==> config.mk <==
export PLATFORM = sky130hd
export DESIGN_NAME = header_checksum_frame_builder_top
export DESIGN_NICKNAME = d
export VERILOG_FILES = /design/src/hcfb_pkg.sv /design/src/hcfb_front.sv /design/src/hcfb_cmd_fifo.sv /design/src/hcfb_back.sv /design/src/header_checksum_frame_builder_top.sv
export SDC_FILE = /design/constraint.sdc
export NUM_CORES = 1
export LEC_CHECK = 0
export ABC_AREA = 1
export BUFFER_PORTS_ARGS = -buffer_cell sky130_fd_sc_hd__buf_2
export CAP_MARGIN = 15
export CELL_PAD_IN_SITES_DETAIL_PLACEMENT = 1
export CELL_PAD_IN_SITES_GLOBAL_PLACEMENT = 1
export CORE_MARGIN = 3
export CORE_UTILIZATION = 25
export CTS_BUF_LIST = sky130_fd_sc_hd__clkbuf_4
export DETAILED_ROUTE_END_ITERATION = 16
export PLACE_DENSITY_LB_ADDON = 0.1
export SLEW_MARGIN = 20
export SYNTH_ARGS = -nofsm -noshare
export SYNTH_HDL_FRONTEND = slang
export SYNTH_HIERARCHICAL = 1
export SYNTH_SLANG_ARGS = --single-unit
==> constraint.sdc <==
create_clock -name aclk -period 10.25 [get_ports aclk]
set_input_delay 1.025 -clock aclk [delete_from_list [all_inputs] [get_ports aclk]]
set_output_delay 1.025 -clock aclk [all_outputs]
set_load 0.05 [all_outputs]
==> src/hcfb_pkg.sv <==
`timescale 1ns / 1ps
`default_nettype none
// ----------------------------------------------------------------------------
// hcfb_pkg
// Shared types and constants for the header and checksum frame builder.
// ----------------------------------------------------------------------------
package hcfb_pkg;

    localparam int HDR_LEN         = 20;
    localparam int ID_LEN          = 13;
    localparam int ID_HEAD_BYTES   = 5;
    localparam int CMD_QUEUE_DEPTH = 4;
    localparam int CFG_INDEX_W     = 2;
    localparam int CFG_DATA_W      = 64;
    localparam int ID_HEAD_W       = 8 * ID_HEAD_BYTES;
    localparam int ID_TAIL_W       = 8 * (ID_LEN - ID_HEAD_BYTES);
    localparam int BYTE_IDX_W      = $clog2(HDR_LEN + 1);

    localparam logic [7:0] FRAME_KIND = 8'd3;

    localparam logic [CFG_INDEX_W-1:0] CFG_ID_HEAD = 2'd0;
    localparam logic [CFG_INDEX_W-1:0] CFG_ID_TAIL = 2'd1;

    localparam logic ACTION_START   = 1'b0;
    localparam logic ACTION_PAYLOAD = 1'b1;

    typedef enum logic [1:0] {
        CMD_HEADER,
        CMD_PAYLOAD,
        CMD_PAYLOAD_LAST
    } cmd_kind_t;

    typedef struct packed {
        cmd_kind_t   kind;
        logic [7:0]  seq_number;
        logic [7:0]  version;
        logic [3:0]  security;
        logic [3:0]  reply_request;
        logic [7:0]  data_type;
        logic [15:0] payload_length;
        logic [7:0]  data;
        logic [7:0]  checksum;
    } cmd_t;

endpackage

`default_nettype wire

==> src/hcfb_front.sv <==
`timescale 1ns / 1ps
`default_nettype none
// ----------------------------------------------------------------------------
// hcfb_front
// Accepts input requests, tracks the open frame and its running sum, and turns
// each start and in-frame payload request into a command for the serializer.
// ----------------------------------------------------------------------------
module hcfb_front (
    input  wire logic         aclk,
    input  wire logic         aresetn,
    input  wire logic         s_valid,
    output logic              s_ready,
    input  wire logic         s_action,
    input  wire logic [7:0]   s_seq_number,
    input  wire logic [7:0]   s_version,
    input  wire logic [3:0]   s_security,
    input  wire logic [3:0]   s_reply_request,
    input  wire logic [7:0]   s_data_type,
    input  wire logic [15:0]  s_payload_length,
    input  wire logic [7:0]   s_payload_byte,
    input  wire logic         queue_full,
    output logic              push,
    output hcfb_pkg::cmd_t    push_cmd
);
    import hcfb_pkg::*;

    logic        frame_open_reg, frame_open_next;
    logic [15:0] bytes_remaining_reg, bytes_remaining_next;
    logic [7:0]  running_sum_reg, running_sum_next;
    logic        accept;
    logic [7:0]  sum_plus;

    assign s_ready  = !queue_full;
    assign accept   = s_valid && s_ready;
    assign sum_plus = running_sum_reg + s_payload_byte;

    always_comb begin
        frame_open_next      = frame_open_reg;
        bytes_remaining_next = bytes_remaining_reg;
        running_sum_next     = running_sum_reg;
        push                 = 1'b0;

        push_cmd                = '0;
        push_cmd.kind           = CMD_HEADER;
        push_cmd.seq_number     = s_seq_number;
        push_cmd.version        = s_version;
        push_cmd.security       = s_security;
        push_cmd.reply_request  = s_reply_request;
        push_cmd.data_type      = s_data_type;
        push_cmd.payload_length = s_payload_length;
        push_cmd.data           = s_payload_byte;
        push_cmd.checksum       = sum_plus;

        if (accept) begin
            if (s_action == ACTION_START) begin
                push                 = 1'b1;
                running_sum_next     = 8'd0;
                frame_open_next      = (s_payload_length != 16'd0);
                bytes_remaining_next = s_payload_length;
            end else if (frame_open_reg) begin
                push                 = 1'b1;
                bytes_remaining_next = bytes_remaining_reg - 16'd1;
                if (bytes_remaining_reg == 16'd1) begin
                    push_cmd.kind    = CMD_PAYLOAD_LAST;
                    frame_open_next  = 1'b0;
                    running_sum_next = 8'd0;
                end else begin
                    push_cmd.kind    = CMD_PAYLOAD;
                    running_sum_next = sum_plus;
                end
            end
        end
    end

    always_ff @(posedge aclk) begin
        if (!aresetn) begin
            frame_open_reg      <= 1'b0;
            bytes_remaining_reg <= 16'd0;
            running_sum_reg     <= 8'd0;
        end else begin
            frame_open_reg      <= frame_open_next;
            bytes_remaining_reg <= bytes_remaining_next;
            running_sum_reg     <= running_sum_next;
        end
    end

endmodule

`default_nettype wire

==> src/hcfb_cmd_fifo.sv <==
`timescale 1ns / 1ps
`default_nettype none
// ----------------------------------------------------------------------------
// hcfb_cmd_fifo
// Short command queue between the front end and the serializer.
// ----------------------------------------------------------------------------
module hcfb_cmd_fifo (
    input  wire logic           aclk,
    input  wire logic           aresetn,
    input  wire logic           push,
    input  wire hcfb_pkg::cmd_t push_cmd,
    input  wire logic           pop,
    output hcfb_pkg::cmd_t      head_cmd,
    output logic                full,
    output logic                empty
);
    import hcfb_pkg::*;

    localparam int PTR_W = $clog2(CMD_QUEUE_DEPTH);
    localparam int CNT_W = PTR_W + 1;

    cmd_t             mem [CMD_QUEUE_DEPTH];
    logic [PTR_W-1:0] wr_ptr_reg, wr_ptr_next;
    logic [PTR_W-1:0] rd_ptr_reg, rd_ptr_next;
    logic [CNT_W-1:0] count_reg, count_next;
    logic             do_push, do_pop;

    assign full     = (count_reg == CNT_W'(CMD_QUEUE_DEPTH));
    assign empty    = (count_reg == '0);
    assign do_push  = push && !full;
    assign do_pop   = pop && !empty;
    assign head_cmd = mem[rd_ptr_reg];

    always_comb begin
        wr_ptr_next = do_push ? wr_ptr_reg + 1'b1 : wr_ptr_reg;
        rd_ptr_next = do_pop ? rd_ptr_reg + 1'b1 : rd_ptr_reg;
        count_next  = count_reg;
        if (do_push && !do_pop) begin
            count_next = count_reg + 1'b1;
        end else if (do_pop && !do_push) begin
            count_next = count_reg - 1'b1;
        end
    end

    always_ff @(posedge aclk) begin
        if (do_push) begin
            mem[wr_ptr_reg] <= push_cmd;
        end
    end

    always_ff @(posedge aclk) begin
        if (!aresetn) begin
            wr_ptr_reg <= '0;
            rd_ptr_reg <= '0;
            count_reg  <= '0;
        end else begin
            wr_ptr_reg <= wr_ptr_next;
            rd_ptr_reg <= rd_ptr_next;
            count_reg  <= count_next;
        end
    end

endmodule

`default_nettype wire

==> src/hcfb_back.sv <==
`timescale 1ns / 1ps
`default_nettype none
// ----------------------------------------------------------------------------
// hcfb_back
// Serializer that expands queued commands into frame bytes and holds each
// byte in an output register until the receiver takes it.
// ----------------------------------------------------------------------------
module hcfb_back (
    input  wire logic                              aclk,
    input  wire logic                              aresetn,
    input  wire hcfb_pkg::cmd_t                    head_cmd,
    input  wire logic                              queue_empty,
    output logic                                   pop,
    input  wire logic [hcfb_pkg::ID_HEAD_W-1:0]    device_id_head,
    input  wire logic [hcfb_pkg::ID_TAIL_W-1:0]    device_id_tail,
    output logic                                   m_valid,
    input  wire logic                              m_ready,
    output logic [7:0]                             m_out_byte,
    output logic                                   m_frame_end
);
    import hcfb_pkg::*;

    logic [BYTE_IDX_W-1:0] idx_reg, idx_next;
    logic                  m_valid_reg, m_valid_next;
    logic [7:0]            out_byte_reg, out_byte_next;
    logic                  frame_end_reg, frame_end_next;
    logic                  step;
    logic [BYTE_IDX_W-1:0] last_idx;
    logic [7:0]            sel_byte;
    logic                  sel_end;
    logic [7:0]            hdr_byte;

    assign step = (!m_valid_reg || m_ready) && !queue_empty;

    always_comb begin
        case (idx_reg)
            BYTE_IDX_W'(0):  hdr_byte = head_cmd.seq_number;
            BYTE_IDX_W'(1):  hdr_byte = head_cmd.version;
            BYTE_IDX_W'(2):  hdr_byte = {head_cmd.security, head_cmd.reply_request};
            BYTE_IDX_W'(3):  hdr_byte = FRAME_KIND;
            BYTE_IDX_W'(4):  hdr_byte = device_id_head[39:32];
            BYTE_IDX_W'(5):  hdr_byte = device_id_head[31:24];
            BYTE_IDX_W'(6):  hdr_byte = device_id_head[23:16];
            BYTE_IDX_W'(7):  hdr_byte = device_id_head[15:8];
            BYTE_IDX_W'(8):  hdr_byte = device_id_head[7:0];
            BYTE_IDX_W'(9):  hdr_byte = device_id_tail[63:56];
            BYTE_IDX_W'(10): hdr_byte = device_id_tail[55:48];
            BYTE_IDX_W'(11): hdr_byte = device_id_tail[47:40];
            BYTE_IDX_W'(12): hdr_byte = device_id_tail[39:32];
            BYTE_IDX_W'(13): hdr_byte = device_id_tail[31:24];
            BYTE_IDX_W'(14): hdr_byte = device_id_tail[23:16];
            BYTE_IDX_W'(15): hdr_byte = device_id_tail[15:8];
            BYTE_IDX_W'(16): hdr_byte = device_id_tail[7:0];
            BYTE_IDX_W'(17): hdr_byte = head_cmd.data_type;
            BYTE_IDX_W'(18): hdr_byte = head_cmd.payload_length[15:8];
            BYTE_IDX_W'(19): hdr_byte = head_cmd.payload_length[7:0];
            default:         hdr_byte = 8'd0;
        endcase
    end

    always_comb begin
        case (head_cmd.kind)
            CMD_HEADER: begin
                last_idx = (head_cmd.payload_length == 16'd0) ?
                           BYTE_IDX_W'(HDR_LEN) : BYTE_IDX_W'(HDR_LEN - 1);
                sel_byte = hdr_byte;
                sel_end  = (idx_reg == BYTE_IDX_W'(HDR_LEN));
            end
            CMD_PAYLOAD_LAST: begin
                last_idx = BYTE_IDX_W'(1);
                sel_byte = (idx_reg == '0) ? head_cmd.data : head_cmd.checksum;
                sel_end  = (idx_reg != '0);
            end
            default: begin
                last_idx = '0;
                sel_byte = head_cmd.data;
                sel_end  = 1'b0;
            end
        endcase
    end

    always_comb begin
        idx_next       = idx_reg;
        out_byte_next  = out_byte_reg;
        frame_end_next = frame_end_reg;
        m_valid_next   = m_valid_reg && !m_ready;
        pop            = 1'b0;
        if (step) begin
            m_valid_next   = 1'b1;
            out_byte_next  = sel_byte;
            frame_end_next = sel_end;
            if (idx_reg == last_idx) begin
                pop      = 1'b1;
                idx_next = '0;
            end else begin
                idx_next = idx_reg + 1'b1;
            end
        end
    end

    always_ff @(posedge aclk) begin
        if (!aresetn) begin
            idx_reg     <= '0;
            m_valid_reg <= 1'b0;
        end else begin
            idx_reg     <= idx_next;
            m_valid_reg <= m_valid_next;
        end
    end

    always_ff @(posedge aclk) begin
        out_byte_reg  <= out_byte_next;
        frame_end_reg <= frame_end_next;
    end

    assign m_valid     = m_valid_reg;
    assign m_out_byte  = out_byte_reg;
    assign m_frame_end = frame_end_reg;

endmodule

`default_nettype wire

==> src/header_checksum_frame_builder_top.sv <==
`timescale 1ns / 1ps
`default_nettype none
// ----------------------------------------------------------------------------
// header_checksum_frame_builder_top
// Builds outgoing frames: header, passed-through payload and an additive
// checksum byte that closes the frame.
//
// Requests arrive on the s_ channel. A start request produces 20 header
// bytes (21 with the checksum when the length is zero); a payload request
// produces its byte, and the final one of a frame also produces the checksum
// byte with m_frame_end set. Payload requests outside a frame are dropped.
// Frame bytes leave on the m_ channel, one per cycle at most. The device id
// is written through the cfg_ channel, which is always ready.
// With the queue empty and the output free, the first byte of a request
// passes the command queue, then the output register, before it is valid.
// Payload requests sustain one per cycle unless the output stalls; a start
// request emits its header and a final payload request its byte and checksum.
// A four-entry command queue lets new requests be taken while the output
// stalls; s_ready drops only when that queue is full. Reset clears the
// frame state, the queue and the device id registers.
// ----------------------------------------------------------------------------
module header_checksum_frame_builder_top (
    input  wire logic                                  aclk,
    input  wire logic                                  aresetn,
    input  wire logic                                  cfg_valid,
    output logic                                       cfg_ready,
    input  wire logic [hcfb_pkg::CFG_INDEX_W-1:0]      cfg_index,
    input  wire logic [hcfb_pkg::CFG_DATA_W-1:0]       cfg_data,
    input  wire logic                                  s_valid,
    output logic                                       s_ready,
    input  wire logic                                  s_action,
    input  wire logic [7:0]                            s_seq_number,
    input  wire logic [7:0]                            s_version,
    input  wire logic [3:0]                            s_security,
    input  wire logic [3:0]                            s_reply_request,
    input  wire logic [7:0]                            s_data_type,
    input  wire logic [15:0]                           s_payload_length,
    input  wire logic [7:0]                            s_payload_byte,
    output logic                                       m_valid,
    input  wire logic                                  m_ready,
    output logic [7:0]                                 m_out_byte,
    output logic                                       m_frame_end
);
    import hcfb_pkg::*;

    logic [ID_HEAD_W-1:0] device_id_head_reg, device_id_head_next;
    logic [ID_TAIL_W-1:0] device_id_tail_reg, device_id_tail_next;
    logic                 push, pop, queue_full, queue_empty;
    cmd_t                 push_cmd, head_cmd;

    assign cfg_ready = 1'b1;

    always_comb begin
        device_id_head_next = device_id_head_reg;
        device_id_tail_next = device_id_tail_reg;
        if (cfg_valid && cfg_ready) begin
            case (cfg_index)
                CFG_ID_HEAD: device_id_head_next = cfg_data[ID_HEAD_W-1:0];
                CFG_ID_TAIL: device_id_tail_next = cfg_data[ID_TAIL_W-1:0];
                default: begin
                end
            endcase
        end
    end

    always_ff @(posedge aclk) begin
        if (!aresetn) begin
            device_id_head_reg <= '0;
            device_id_tail_reg <= '0;
        end else begin
            device_id_head_reg <= device_id_head_next;
            device_id_tail_reg <= device_id_tail_next;
        end
    end

    hcfb_front u_front (
        .aclk             (aclk),
        .aresetn          (aresetn),
        .s_valid          (s_valid),
        .s_ready          (s_ready),
        .s_action         (s_action),
        .s_seq_number     (s_seq_number),
        .s_version        (s_version),
        .s_security       (s_security),
        .s_reply_request  (s_reply_request),
        .s_data_type      (s_data_type),
        .s_payload_length (s_payload_length),
        .s_payload_byte   (s_payload_byte),
        .queue_full       (queue_full),
        .push             (push),
        .push_cmd         (push_cmd)
    );

    hcfb_cmd_fifo u_cmd_fifo (
        .aclk     (aclk),
        .aresetn  (aresetn),
        .push     (push),
        .push_cmd (push_cmd),
        .pop      (pop),
        .head_cmd (head_cmd),
        .full     (queue_full),
        .empty    (queue_empty)
    );

    hcfb_back u_back (
        .aclk           (aclk),
        .aresetn        (aresetn),
        .head_cmd       (head_cmd),
        .queue_empty    (queue_empty),
        .pop            (pop),
        .device_id_head (device_id_head_reg),
        .device_id_tail (device_id_tail_reg),
        .m_valid        (m_valid),
        .m_ready        (m_ready),
        .m_out_byte     (m_out_byte),
        .m_frame_end    (m_frame_end)
    );

endmodule

`default_nettype wire
==> results of run 1 <==
-- tightest hold or removal path, cell delays in order --
cell    delay, ns
buf_2        0.07
nor2_1       0.03
nor2_1       0.08
-- where the power goes --
part	internal, mW	switching (mW)	total (mW)	leakage [nW]
registers	2.00	0.102	2.10	3.67
clock network	0.978	0.790	1.77	1.02
logic	0.325	0.868	1.19	4.50
-- cell families after synthesis --
group                      share of synthesized area (%)
buffers and inverters                              8.950
and+or+nand+nor                                    22.90
other                                            0.01893
DFF                                                55.93
adders and majority gates                          1.402
AOI/OAI and AO/OA                                  10.44
xor gates and xnor gates                          0.3537
-- routing by layer --
metal | part of all wire (%) | track usage [%]
met2 | 49 | 28.06
met3 | 4.1 | 3.476
met4 | 2.7 | 6.275
met1 | 44 | 20.63
met5 | 0 | 0
-- worst max path at each step --
| stage | startpoint | end | slack (ns) | cells past startpoint |
|---|---|---|---|---|
| 3_5_place_dp | s_action | u_cmd_fifo/mem[0][33] | 5.66 | 7 |
| 6_report | flip-flop | u_cmd_fifo/count_reg[2] | 5.78 | 24 |
| 5_1_grt | flip-flop | u_cmd_fifo/count_reg[2] | 5.30 | 23 |
| 3_3_place_gp | flip-flop | u_cmd_fifo/count_reg[2] | 5.75 | 24 |
| 4_1_cts | flip-flop | u_cmd_fifo/count_reg[2] | 5.71 | 24 |
| 2_1_floorplan | s_action | u_cmd_fifo/mem[0][0] | 5.37 | 7 |
-- synth_stat cells (2+ instances only) --
cell | count | area, um^2
nor2_2 | 23 | 143.9
o22ai_1 | 27 | 168.9
nand4_1 | 17 | 106.4
o22ai_2 | 40 | 500.5
xor2_1 | 6 | 52.55
inv_2 | 8 | 30.03
nor2_4 | 46 | 518.0
nand2_2 | 8 | 50.05
buf_1 | 4 | 15.01
nand3_1 | 73 | 365.4
nor3_1 | 2 | 10.01
o21ai_2 | 5 | 43.79
inv_1 | 174 | 653.1
nand3b_1 | 4 | 30.03
buf_2 | 34 | 170.2
edfxtp_1 | 273 | 8198
buf_4 | 64 | 480.5
nand2_1 | 501 | 1881
buf_6 | 16 | 180.2
o21ai_1 | 15 | 75.07
dfxtp_1 | 144 | 2883
buf_12 | 5 | 100.1
a21oi_2 | 2 | 17.52
clkbuf_1 | 33 | 123.9
nor2_1 | 373 | 1400
fa_1 | 2 | 40.04
o21ai_0 | 142 | 710.7
ha_1 | 19 | 237.7
xnor2_1 | 2 | 17.52
a21oi_1 | 88 | 440.4
a22o_1 | 4 | 35.03
-- area by class of cell --
cell class	count	area (um^2)	share of cell area, %
Clock buffer	175	1314	5.788
Clock inverter	51	427.9	1.885
Tap cell	1040	1301	5.733
Timing Repair Buffer	158	859.6	3.787
Sequential cell	417	11090	48.84
Antenna cell	1	2.502	0.01103
Multi-Input combinational cell	1412	7003	30.85
Inverter	184	703.2	3.098
-- cell usage in the layout (no fill, tap or decap), types with 17 or more instances in the layout --
cell,instances
dfxtp_1,142
edfxtp_1,273
inv_1,174
clkinv_1,25
clkbuf_4,175
o22ai_1,27
nand3_1,73
nor2_1,369
ha_1,19
nand2_1,501
buf_2,137
o22ai_2,40
nor2_2,22
nor2_4,51
o21ai_0,142
buf_4,19
a21oi_1,87
nand4_1,17
==> results.md, run 1 <==
- Dividing total power by cell area gives a power density of 223.1 nW/um^2.
- The worst min-delay path category is in2reg.
- Setup repair after global routing left no endpoint under its margin.
- For the worst-skew pair, the clock arrives at the later sink with an insertion delay of 0.93 ns.
- The area of all placed cells without fillers is 22700 um^2.
- Across all register-to-register paths, the minimum setup slack is 5.78 ns.
- Counting instances, the worst hold path has a depth of 3.
- The detailed-placement wirelength estimate is 46.52 mm.
- The worst setup timing slack at the placement stage is 5.665 ns.
- Measured against its own limit, the worst slew margin works out to 33.46%.
- Summing every instance area after synthesis gives 19810 um^2.
- Compared with the post-synthesis result, the final layout area differs by 14.57%.
- The critical path in this run is classified as reg2reg.
- The end of the worst register-to-register path is u_cmd_fifo/count_reg[2].
- TritonCTS built the clock tree.
- The clock passes through at most 3 buffers.
- The first-iteration detailed-routing DRC count is 641.
- After detailed routing, the number of vias per cell comes to 4.427.
- The non-filler instance count after layout is 3438.
- The maximum fanout along the worst path is 44.
- Yosys printed 6 warnings.
- The slew of the pin with the lowest slew margin is 0.9981 ns.
- The number of nets in the finished design is 2452.
- In the routed design, unresolved DRC markers number 0.
- The floorplan step set the die height to 287.5 um.
- From left edge to right edge, the die measures 287.5 um.
- Averaged over all synthesized cells, the footprint is 9.133 um^2.
- After detailed placement, the total cell area comes to 20930 um^2.
- The floorplan step defined a core boundary enclosing 77980 um^2.
- The count of pins over their slew limit was 0.
- The net count after synthesis is 2318.
- The summed negative setup slack over all endpoints is 0 ns.
- At the worst endpoint, the required time is 11.03 ns.
- The distinct cell type count of the synthesized netlist is 46.
- The least setup slack across all paths after layout is 5.784 ns.
- The first global-routing pass estimated 101.7 mm of wire.
- Entering global routing, the biggest net connects 104 pins.
- At the end of the flow the core is filled with cells to 29.11%.
- The overall track demand over capacity in global routing is 16.56%.
- The cell sitting at the root of the clock tree is a clkbuf_4.
- The number of clock buffers inserted by TritonCTS is 130.
- Walking the worst path, the cells encountered are buf_4 > inv_2 > buf_4 > o21ai_2 > o22ai_1 > buf_4 > nor2_1 > inv_1 > o21ai_0 > nand2_1 > nand2_1 > nor2_1 > nand2_1 > inv_1 > nand2_1 > ha_1 > inv_1 > fa_1 > inv_1 > nand2_1 > nand3_1 > nand2_1 > nand2_1 > nor2_1.
- Summed over all layers, the routed wires come to 67.84 mm.
- During I/O placement, the number of pins put on the boundary was 140.
- The total number of H-tree levels is 4.
- The type of element launching the critical path is a flip-flop.
- The cell with the largest stage delay on the worst path is nor2_1.
- The flow ran to the end, and the final reports show no timing, DRC or antenna violations.
- The final worst clock skew is 0.05847 ns.
- The post-route netlist has 21.07% of its cells at a drive strength greater than 1.
- In the synthesized netlist the async set-or-reset flop fraction comes to 0%.
- Summed over all cells, the static leakage comes to 9.187 nW.
- Max-cap violations in this run came to 0.
- Post-CTS repair changed the size of 0 cells.
- The minimum clock period is 4.466 ns.
- Synthesis produced 2169 cells.
- The tightest hold path in the finished design has a slack of 0.3217 ns.
- The initial standard-cell utilization of the core is 25.41%.
- Post-CTS timing repair inserted 0 buffers for setup.
- Counting flops and latches in the post-synthesis netlist gives 417.
- The cell family contributing the most delay on the critical path is buffers and inverters.
- The count of flip-flops with a built-in enable after synthesis is 273.
- The largest stage delay on the critical path is 0.59 ns.
- Buffers inserted to repair hold after CTS numbered 0.
- The total number of placement rows is 102.
- The hold violation total from the final report came to 0.
- The fraction of the cycle the final worst path needs is 43.57%.
- The maximum vdd ir drop is 0.08496 mV.
- At the end of routability-driven placement, the weighted congestion stood at 0.7617.
- For this run the aggregate overflow at the end of global routing stands at 0.
- Port buffering added 138 buffers.
- The register with the most flip-flops in the layout has 264 of them.
- The share of the Yosys chip area taken by registers is 55.93%.
- The first detailed-routing pass took 5 iterations.
- The depth of the worst register-to-register path is 24.
- The final number of setup-violating endpoints is 0.
- The clock-pin slew on the worst setup and hold paths is 0.06 ns.
- In this run, placement finished with an instance count of 3210.
- The layout has 9149 filler cells.
- Overall power consumption after layout is estimated at 5.064 mW.
- The detail route stage leaves a number of antenna-violating nets equal to 0.
- For this block, the via count after detailed routing is 15220.
- The critical hold path startpoint is cfg_data[43].
- The number of global-route vias before repair was 16440.
- The floorplan die area is 82650 um^2.
- The worst hold path terminates at device_id_tail_reg[43].
- The TritonCTS sink count is 417.
- The initial antenna violation count is 4.
- The worst setup path is captured at a flip-flop.
- The cell with the most instances on the worst path is nand2_1.
- The average wire per cell in the routed design is 19.73 um.
- The count of buffering cells on the critical path with inverters included is 8.
- The highest attainable clock frequency is 223.9 MHz.
- For this run, the leading register cell type out of synthesis is edfxtp_1.
- At the worst endpoint, the arrival time is 5.25 ns.
No activity file was read; power rests on OpenSTA's default activity.
==> inputs of run 2 (changes only) <==
ABC_AREA = 0   (was 1)
clock period = 4.47 ns   (was 10.25 ns; I/O delays follow)
==> results.md, run 2 <==
- The wire length reported by the detailed router came to 62.50 mm (-7.9%).
- The height of the die is 278.7 um (-3.1%).
- The post-cts repair resize count is 0 (unchanged).
- The total number of placement rows is 99 (-2.9%).
- The number of cells produced by synthesis came to 1380 (-36%).
- The number of clock buffers inserted by TritonCTS is 117 (-10%).
- The worst setup path is launched from a flip-flop.
- The top-level I/O count was 140 (unchanged).
- The maximum clock path buffer count is 3 (unchanged).
- The count of buffering cells on the critical path with inverters included came to 2 (-6).
- The fill cell total of the finished layout was 7950 (-13%).
- The detailed-placement wirelength estimate is 42.83 mm (-7.9%).
- The weighted congestion reported at the end of routability-driven placement is 0.7556 (-0.80%).
- The first-iteration detailed-routing DRC count came to 745 (+16%).
- Ranked by total cell area, the synthesized netlist is headed by edfxtp_1, dfxtp_1, mux4_2.
- The slew of the pin with the lowest slew margin is 1.010 ns (+0.01227 ns).
- The adder and majority gate portion of the synthesized area was 1.494% (+0.092 points).
- The total number of H-tree levels is 3 (-1).
- The maximum fanout along the worst path is 20 (-55%).
- The highest attainable clock frequency is 257.2 MHz (+15%).
- The initial antenna violation count is 2 (-2).
- Among all flip-flop cells after synthesis, the most frequent one is edfxtp_1.
- The smallest hold slack came to 0.1631 ns (-0.1586 ns).
- From synthesis to final layout, the design area changed by 22.14%.
- Setup repair after global routing left no endpoint under its margin.
- The area of the multi-input gates is 6502 um^2 (-7.1%).
- The total vias in the final route is 12580 (-17%).
- The synthesized area per cell is 13.47 um^2 (+48%).
- The area fraction of the dominant cell type after synthesis is 44.09% (+2.7 points).
- The total power per unit cell area is 485.7 nW/um^2 (+120%).
- The largest stage delay on the critical path is 0.60 ns (about the same).
- The maximum vdd ir drop is 0.1834 mV (+120%).
- In this run the clock root is driven by a clkbuf_4.
- The final worst clock skew is 0.06747 ns (+0.008999 ns).
- The TritonCTS sink count is 417 (unchanged).
- The first-pass detailed-route iteration total is 5 (unchanged).
- The distinct cell type count of the synthesized netlist is 91 (+98%).
- The fraction of the cycle the final worst path needs is 86.99% (+43 points).
- The start-to-end type of the worst setup path is reg2reg.
- The first-pass GRT wire length is 92.69 mm (-8.9%).
- The post-synthesis compound-gate area fraction was 7.618% (-2.8 points).
- The number of global-route vias before repair is 13690 (-17%).
- The proportion of register bits with asynchronous set or reset after synthesis is 0% (unchanged).
- The count of pins over their slew limit is 0 (unchanged).
- The clock latency at the later pin of the worst-skew pair is 0.90 ns (-0.03 ns).
- The cell taking the most area after synthesis is edfxtp_1.
- The required time at the worst-slack endpoint is 5.23 ns (-5.80 ns).
- Traced cell by cell, the critical path runs through buf_4 > mux4_2 > nor4_1 > and4_1 > mux2i_1 > a32oi_1 > o31ai_2 > ha_1 > inv_1 > fa_1 > xor2_1 > or3_1 > a21boi_0.
- The number of maximum-capacitance violations is 0 (unchanged).
- The minimum clock period is 3.889 ns (-0.5775 ns).
- The most used standard cell by instance count after synthesis is edfxtp_1.
- The dominant combinational cell family by area after synthesis is multiplexers.
- The layout cell share with drive strength beyond 1 is 27.10% (+6.0 points).
- The core area is 73330 um^2 (-6.0%).
- The CTS tree is yes.
- The arrival time at the worst endpoint is 4.65 ns (-0.60 ns).
- The flip-flop and latch count after synthesis came to 417 (unchanged).
- The count of flip-flops with a built-in enable after synthesis is 273 (unchanged).
- The post-synthesis cell area is 18590 um^2 (-6.2%).
- The overall overflow remaining after global route is 0 (unchanged).
- The number of nets in the finished design is 1806 (-26%).
- The share of the yosys chip area belonging to registers is 59.60% (+3.7 points).
- The leakage power figure was 8.258 nW (-10%).
- The flip-flop count of the largest register, all copies and words added is 264 (unchanged).
- The post-route DRC violation count came to 0 (unchanged).
- The worst min-delay path category is in2reg.
- The cell family contributing the most delay on the critical path is simple AND/OR/NAND/NOR gates.
- The hold violation total from the final report is 0 (unchanged).
- The multiplexer fraction of the synthesized cell area is 15.05% (+15 points).
- The net count after synthesis came to 1529 (-34%).
- The clock-pin slew on the worst setup and hold paths came to 0.07 ns (about the same).
- The combined flip-flop and latch cell area came to 11090 um^2 (about the same).
- The flow ran to the end, and the final reports show no timing, DRC or antenna violations.
- The number of vias per cell is 4.645 (+4.9%).
- The worst slew margin relative to its limit is 32.47% (-0.99 points).
- Among all stages on the critical path, the largest delay is contributed by dfxtp_4.
- Sorting the synthesized cells by how often they occur yields edfxtp_1, nand2_1, dfxtp_1.
- The final number of setup-violating endpoints was 0 (unchanged).
- The number of input and output port buffers inserted is 138 (unchanged).
- The summed negative setup slack over all endpoints is 0 ns (unchanged).
- The commonest non-fill, non-tap cell in the layout is edfxtp_1.
- The overall track demand over capacity in global routing is 16.11% (-0.44 points).
- The floorplan die area came to 77670 um^2 (-6.0%).
- The chip width is 278.7 um (-3.1%).
- The average wire per cell in the routed design is 23.07 um (+17%).
- The area share of and/or/nand/nor cells after synthesis is 10.20% (-13 points).
- The total number of yosys warnings was 6 (unchanged).
- The number of nets still failing antenna checks after routing is 0 (unchanged).
- The post-CTS setup buffer count was 0 (unchanged).
- The initial standard-cell utilization of the core is 25.35% (-0.052 points).
- The quantity of hold-fixing buffers added after cts is 122 (+122).
- The worst setup path is captured at a flip-flop.
- The top cell types in the final layout, fill and taps aside, are edfxtp_1, nand2_1, clkbuf_4.
- The maximum number of pins on one net before global-route repair is 104 (unchanged).
- The post-synthesis share of cell area spent on xor and xnor gates is 0.5182% (+0.16 points).
[run 2: kinds of logic after synthesis]
family          count (synthesis)
fa+ha+maj                      21
simple gates                  378
flops                         417
other cells                     1
xor+xnor                       11
buf+inv                       164
mux                           195
compound gates                193
[run 2: worst paths after layout]
check | from | end | slack [ns] | cells past startpoint
worst max-delay path | flip-flop | u_cmd_fifo/count_reg[2] | 0.58 | 13
worst min-delay path | aresetn | u_front/running_sum_reg[2] | 0.16 | 2
worst max register to register | flip-flop | u_cmd_fifo/count_reg[2] | 0.58 | 13
worst min register to register | device_id_head_reg[0] | device_id_head_reg[0] | 0.46 | 2
[run 2: final cells by class]
cell class	instances	share of cell area [%]
Antenna cell	1	0.01102
Multi-Input combinational cell	799	28.64
Tap cell	959	5.284
Timing Repair Buffer	300	10.21
Clock buffer	183	6.050
Sequential cell	417	48.83
Clock inverter	28	0.6061
Inverter	22	0.3747
[run 2: through the flow]
| stage | power, mW | utilization [%] | worst slack [ns] | cell area [um^2] | std cells |
|---|---|---|---|---|---|
| 3_5_place_dp | 7.523 | 27.24 | 0.5286 | 19970 | 2375 |
| 2_1_floorplan | 6.459 | - | 0.7965 | 18590 | 1380 |
| 5_1_grt | 11.69 | 30.97 | 0.2173 | 22710 | 2709 |
| 4_1_cts | 11.28 | 30.96 | 0.4811 | 22710 | 2708 |
| 6_report | 11.03 | 30.97 | 0.5814 | 22710 | 2709 |
| 3_3_place_gp | 7.505 | 27.24 | 0.3734 | 19970 | 2375 |
[run 2: layer usage]
metal  global-route usage, %  part of all wire, %  vias to the layer above
met5                       0                    0                        -
met4                   5.481                  2.3                        0
met3                   3.562                  4.7                       80
met2                   27.14                   49                      303
met1                   20.50                   44                     6403
li1                        -                    -                     5796
[run 2: report_power, final]
| part | switching [mW] | internal (mW) | leakage (nW) |
|---|---|---|---|
| Combinational | 1.72 | 1.01 | 3.70 |
| Sequential | 0.216 | 4.53 | 3.65 |
| Clock | 1.69 | 1.86 | 0.906 |
| Total | 3.63 | 7.40 | 8.26 |
==> inputs of run 3 (changes only) <==
SYNTH_HIERARCHICAL = unset   (was 1)
==> results.md, run 3 <==
- The number of nets in the finished design is 1844 (+2.1%).
- The hold violation total from the final report came to 0 (unchanged).
- The first-pass detailed-route iteration total is 7 (+2).
- The highest attainable clock frequency is 261.8 MHz (+1.8%).
- The routed wire length on met2 is 28.65 mm (-5.7%).
- The first-pass GRT wire length is 87.55 mm (-5.5%).
- The floorplan die area is 72440 um^2 (-6.7%).
- The number of input and output port buffers inserted is 138 (unchanged).
- The synthesized area per cell is 12.71 um^2 (-5.7%).
- The total power per unit cell area is 493.2 nW/um^2 (+1.5%).
- The proportion of register bits with asynchronous set or reset after synthesis is 0% (unchanged).
- The post-synthesis cell area was 17310 um^2 (-6.9%).
- The detailed-placement wirelength estimate is 37.94 mm (-11%).
- The clock share of power is 33.5% (+1.3 points).
- The highest layer used for signal routing is met4.
- In the layout the commonest cells are nand2_1, edfxtp_1, clkbuf_4.
- The sequential share of power was 43.0% (about the same).
- The total number of H-tree levels is 3 (unchanged).
- The number of global-route vias before repair is 13540 (-1.1%).
- The cell that appears most often on the critical path is nand2_1.
- The routed metal-1 wire length was 26.33 mm (-5.1%).
- Sorting the synthesized cells by how often they occur yields edfxtp_1, nand2_1, a21oi_1, dfxtp_1, mux4_2.
- The summed negative setup slack over all endpoints is 0 ns (unchanged).
- The cell taking the most area after synthesis is edfxtp_1.
- The final worst clock skew is 0.04108 ns (-0.02638 ns).
- The internal power summed over all cells came to 7.435 mW (+0.50%).
- The CTS tree is yes.
- The slew of the pin with the lowest slew margin is 0.9626 ns (-0.04780 ns).
- The clock-pin slew on the worst setup and hold paths came to 0.08 ns (about the same).
- The utilization after layout came to 32.38% (+1.4 points).
- The net count after synthesis is 1511 (-1.2%).
- The post-route DRC violation count came to 0 (unchanged).
- The total number of yosys warnings is 0 (-6).
- The predominant post-synthesis flop cell is edfxtp_1.
- The sum of met3 wire segment lengths after detailed routing is 2.077 mm (-30%).
- The worst slew margin relative to its limit is 35.83% (+3.4 points).
- The total power was 10.84 mW (-1.7%).
- From synthesis to final layout, the design area changed by 26.97%.
- The maximum fanout along the worst path is 24 (+20%).
- The count of flip-flops with a built-in enable after synthesis was 273 (unchanged).
- The minimum clock period is 3.820 ns (-0.06878 ns).
- In the post-synthesis netlist, the biggest area contributors are edfxtp_1, dfxtp_1, mux4_2.
- The number of vias per cell is 4.630 (-0.31%).
- The required time at the worst-slack endpoint was 5.21 ns (-0.02 ns).
- The switching power of the nets is 3.405 mW (-6.2%).
- The distinct cell type count of the synthesized netlist is 69 (-24%).
- The average wire per cell in the routed design is 21.43 um (-7.1%).
- The run finished with clean final reports.
- The maximum vdd ir drop is 0.1675 mV (-8.6%).
- The height of the die is 269.1 um (-3.4%).
- The number of cells produced by synthesis is 1362 (-1.3%).
- Setup repair after global routing left no endpoint under its margin.
- The maximum number of pins on one net before global-route repair is 70 (-33%).
- The overall track demand over capacity in global routing is 15.97% (-0.14 points).
- The wire length reported by the detailed router is 58.19 mm (-6.9%).
- The share of the yosys chip area belonging to registers is 64.01% (+4.4 points).
- The fraction of the cycle the final worst path needs is 85.45% (-1.5 points).
- The non-filler instance count after layout is 2715 (+0.22%).
- The combinational share of power is 23.5% (-1.3 points).
- The clock latency at the later pin of the worst-skew pair is 0.84 ns (-0.06 ns).
- The initial antenna violation count was 4 (+2).
- The chip width is 269.1 um (-3.4%).
- The post-CTS setup buffer count is 0 (unchanged).
- The TritonCTS sink count is 417 (unchanged).
- The count of placed standard cells including taps is 2371 (-0.17%).
- The cell with the largest stage delay on the worst path is dfxtp_4.
- The flip-flop and latch count after synthesis is 417 (unchanged).
- The start-to-end type of the worst setup path is reg2reg.
- The flip-flop count of the largest register, all copies and words added is 264 (unchanged).
- The least setup slack across all paths after layout is 0.6502 ns (+0.06878 ns).
- The weighted congestion reported at the end of routability-driven placement is 0.7453 (-1.4%).
- The total number of placement rows is 95 (-4.0%).
- The number of nets still failing antenna checks after routing was 0 (unchanged).
- In this run the worst hold path is classified as in2reg.
- The count of pins over their slew limit is 0 (unchanged).
- The leakage power figure came to 7.528 nW (-8.8%).
- The worst setup timing slack at the placement stage came to 0.5899 ns (+0.06126 ns).
- The number of clock buffers inserted by TritonCTS is 119 (+1.7%).
- The number of maximum-capacitance violations is 0 (unchanged).
- The kind of end point of the critical path is a flip-flop.
- The arrival time at the worst endpoint is 4.56 ns (-0.09 ns).
- The initial standard-cell utilization of the core was 25.51% (+0.15 points).
- The final number of setup-violating endpoints is 0 (unchanged).
- The area fraction of the dominant cell type after synthesis is 47.35% (+3.3 points).
- The top-level I/O count is 140 (unchanged).
- The overall overflow remaining after global route was 0 (unchanged).
- The first-iteration detailed-routing DRC count came to 728 (-2.3%).
- The total vias in the final route came to 12570 (-0.087%).
- The fraction of power spent switching nets was 31.41% (-1.5 points).
- The critical path goes through mux4_2 > nor4_1 > nand2_1 > nor2_1 > mux2i_1 > nand2_1 > ha_1 > inv_1 > fa_1 > xor2_1 > or3_1 > a21oi_1.
- The largest stage delay on the critical path is 0.65 ns (+0.05 ns).
- The clock root buffer is clkbuf_4.
- The layout cell share with drive strength beyond 1 is 25.49% (-1.6 points).
- The maximum clock path buffer count was 3 (unchanged).
- The type of element launching the critical path is a flip-flop.
- The core area is 67870 um^2 (-7.4%).
-- run 3: final cells by class --
cell class / count / area [um^2]
fill: 7390 / 45890
sequential: 417 / 11090
multi-input combinational: 837 / 5818
timing repair buffer: 298 / 2265
clock buffer: 183 / 1374
tap: 921 / 1152
clock inverter: 36 / 195.2
inverter: 22 / 85.08
antenna: 1 / 2.502
-- run 3: routing by layer --
layer,global-route usage [%],vias to the layer above
met5,0,-
met4,4.994,0
met3,2.827,78
met2,27.04,261
met1,20.80,6363
li1,-,5869
-- run 3: final timing paths --
kind,cells past startpoint,slack (ns),startpoint,end
worst max register to register,12,0.65,flip-flop,u_cmd_fifo.count_reg[2]
worst max-delay path,12,0.65,flip-flop,u_cmd_fifo.count_reg[2]
worst min register to register,2,0.46,device_id_head_reg[15],device_id_head_reg[15]
worst min-delay path,5,0.20,s_action,u_front.bytes_remaining_reg[8]
-- run 3: kinds of logic (layout without fill, tap and decap cells) --
group	Yosys count	count (layout)	share of synthesized area [%]
buffers and inverters	108	539	2.493
AOI/OAI and AO/OA	294	294	10.81
xor gates and xnor gates	12	12	0.6072
adders and majority gates	21	21	1.605
DFF	417	417	64.01
other	1	2	0.02166
and+or+nand+nor	421	421	10.47
muxes	88	88	9.996
-- run 3: critical path: cells and delay by family, from the launching register on --
kind / cells / cell delay (ns)
adders and majority gates: 2 / 0.63
muxes: 2 / 0.74
buffers and inverters: 1 / 0.07
xor gates and xnor gates: 1 / 0.18
AOI/OAI and AO/OA: 1 / 0.15
DFF: 1 / 0.65
and+or+nand+nor: 5 / 1.31
-- run 3: power groups by stage --
stage	clock network (mW)	logic, mW	registers, mW
after floorplan	0	1.54	4.77
after global placement	0	2.52	4.75
after detailed placement	0	2.53	4.75
after CTS	3.81	2.63	4.68
after global routing	4.03	2.80	4.70
final	3.64	2.55	4.66
-- run 3: through the flow --
stage	hold slack (ns)	cell area [um^2]
floorplan	0.4329	17310
finish	0.2044	21980
CTS	0.05664	21980
detailed placement	0.4478	19170
global route	0.1738	21980
global placement	0.4424	19160
-- run 3: what timing repair did --
action / CTS / global route
hold buffers: 124 / 0
endpoints found under the hold margin: 345 / 0
resized for setup: 0 / 0
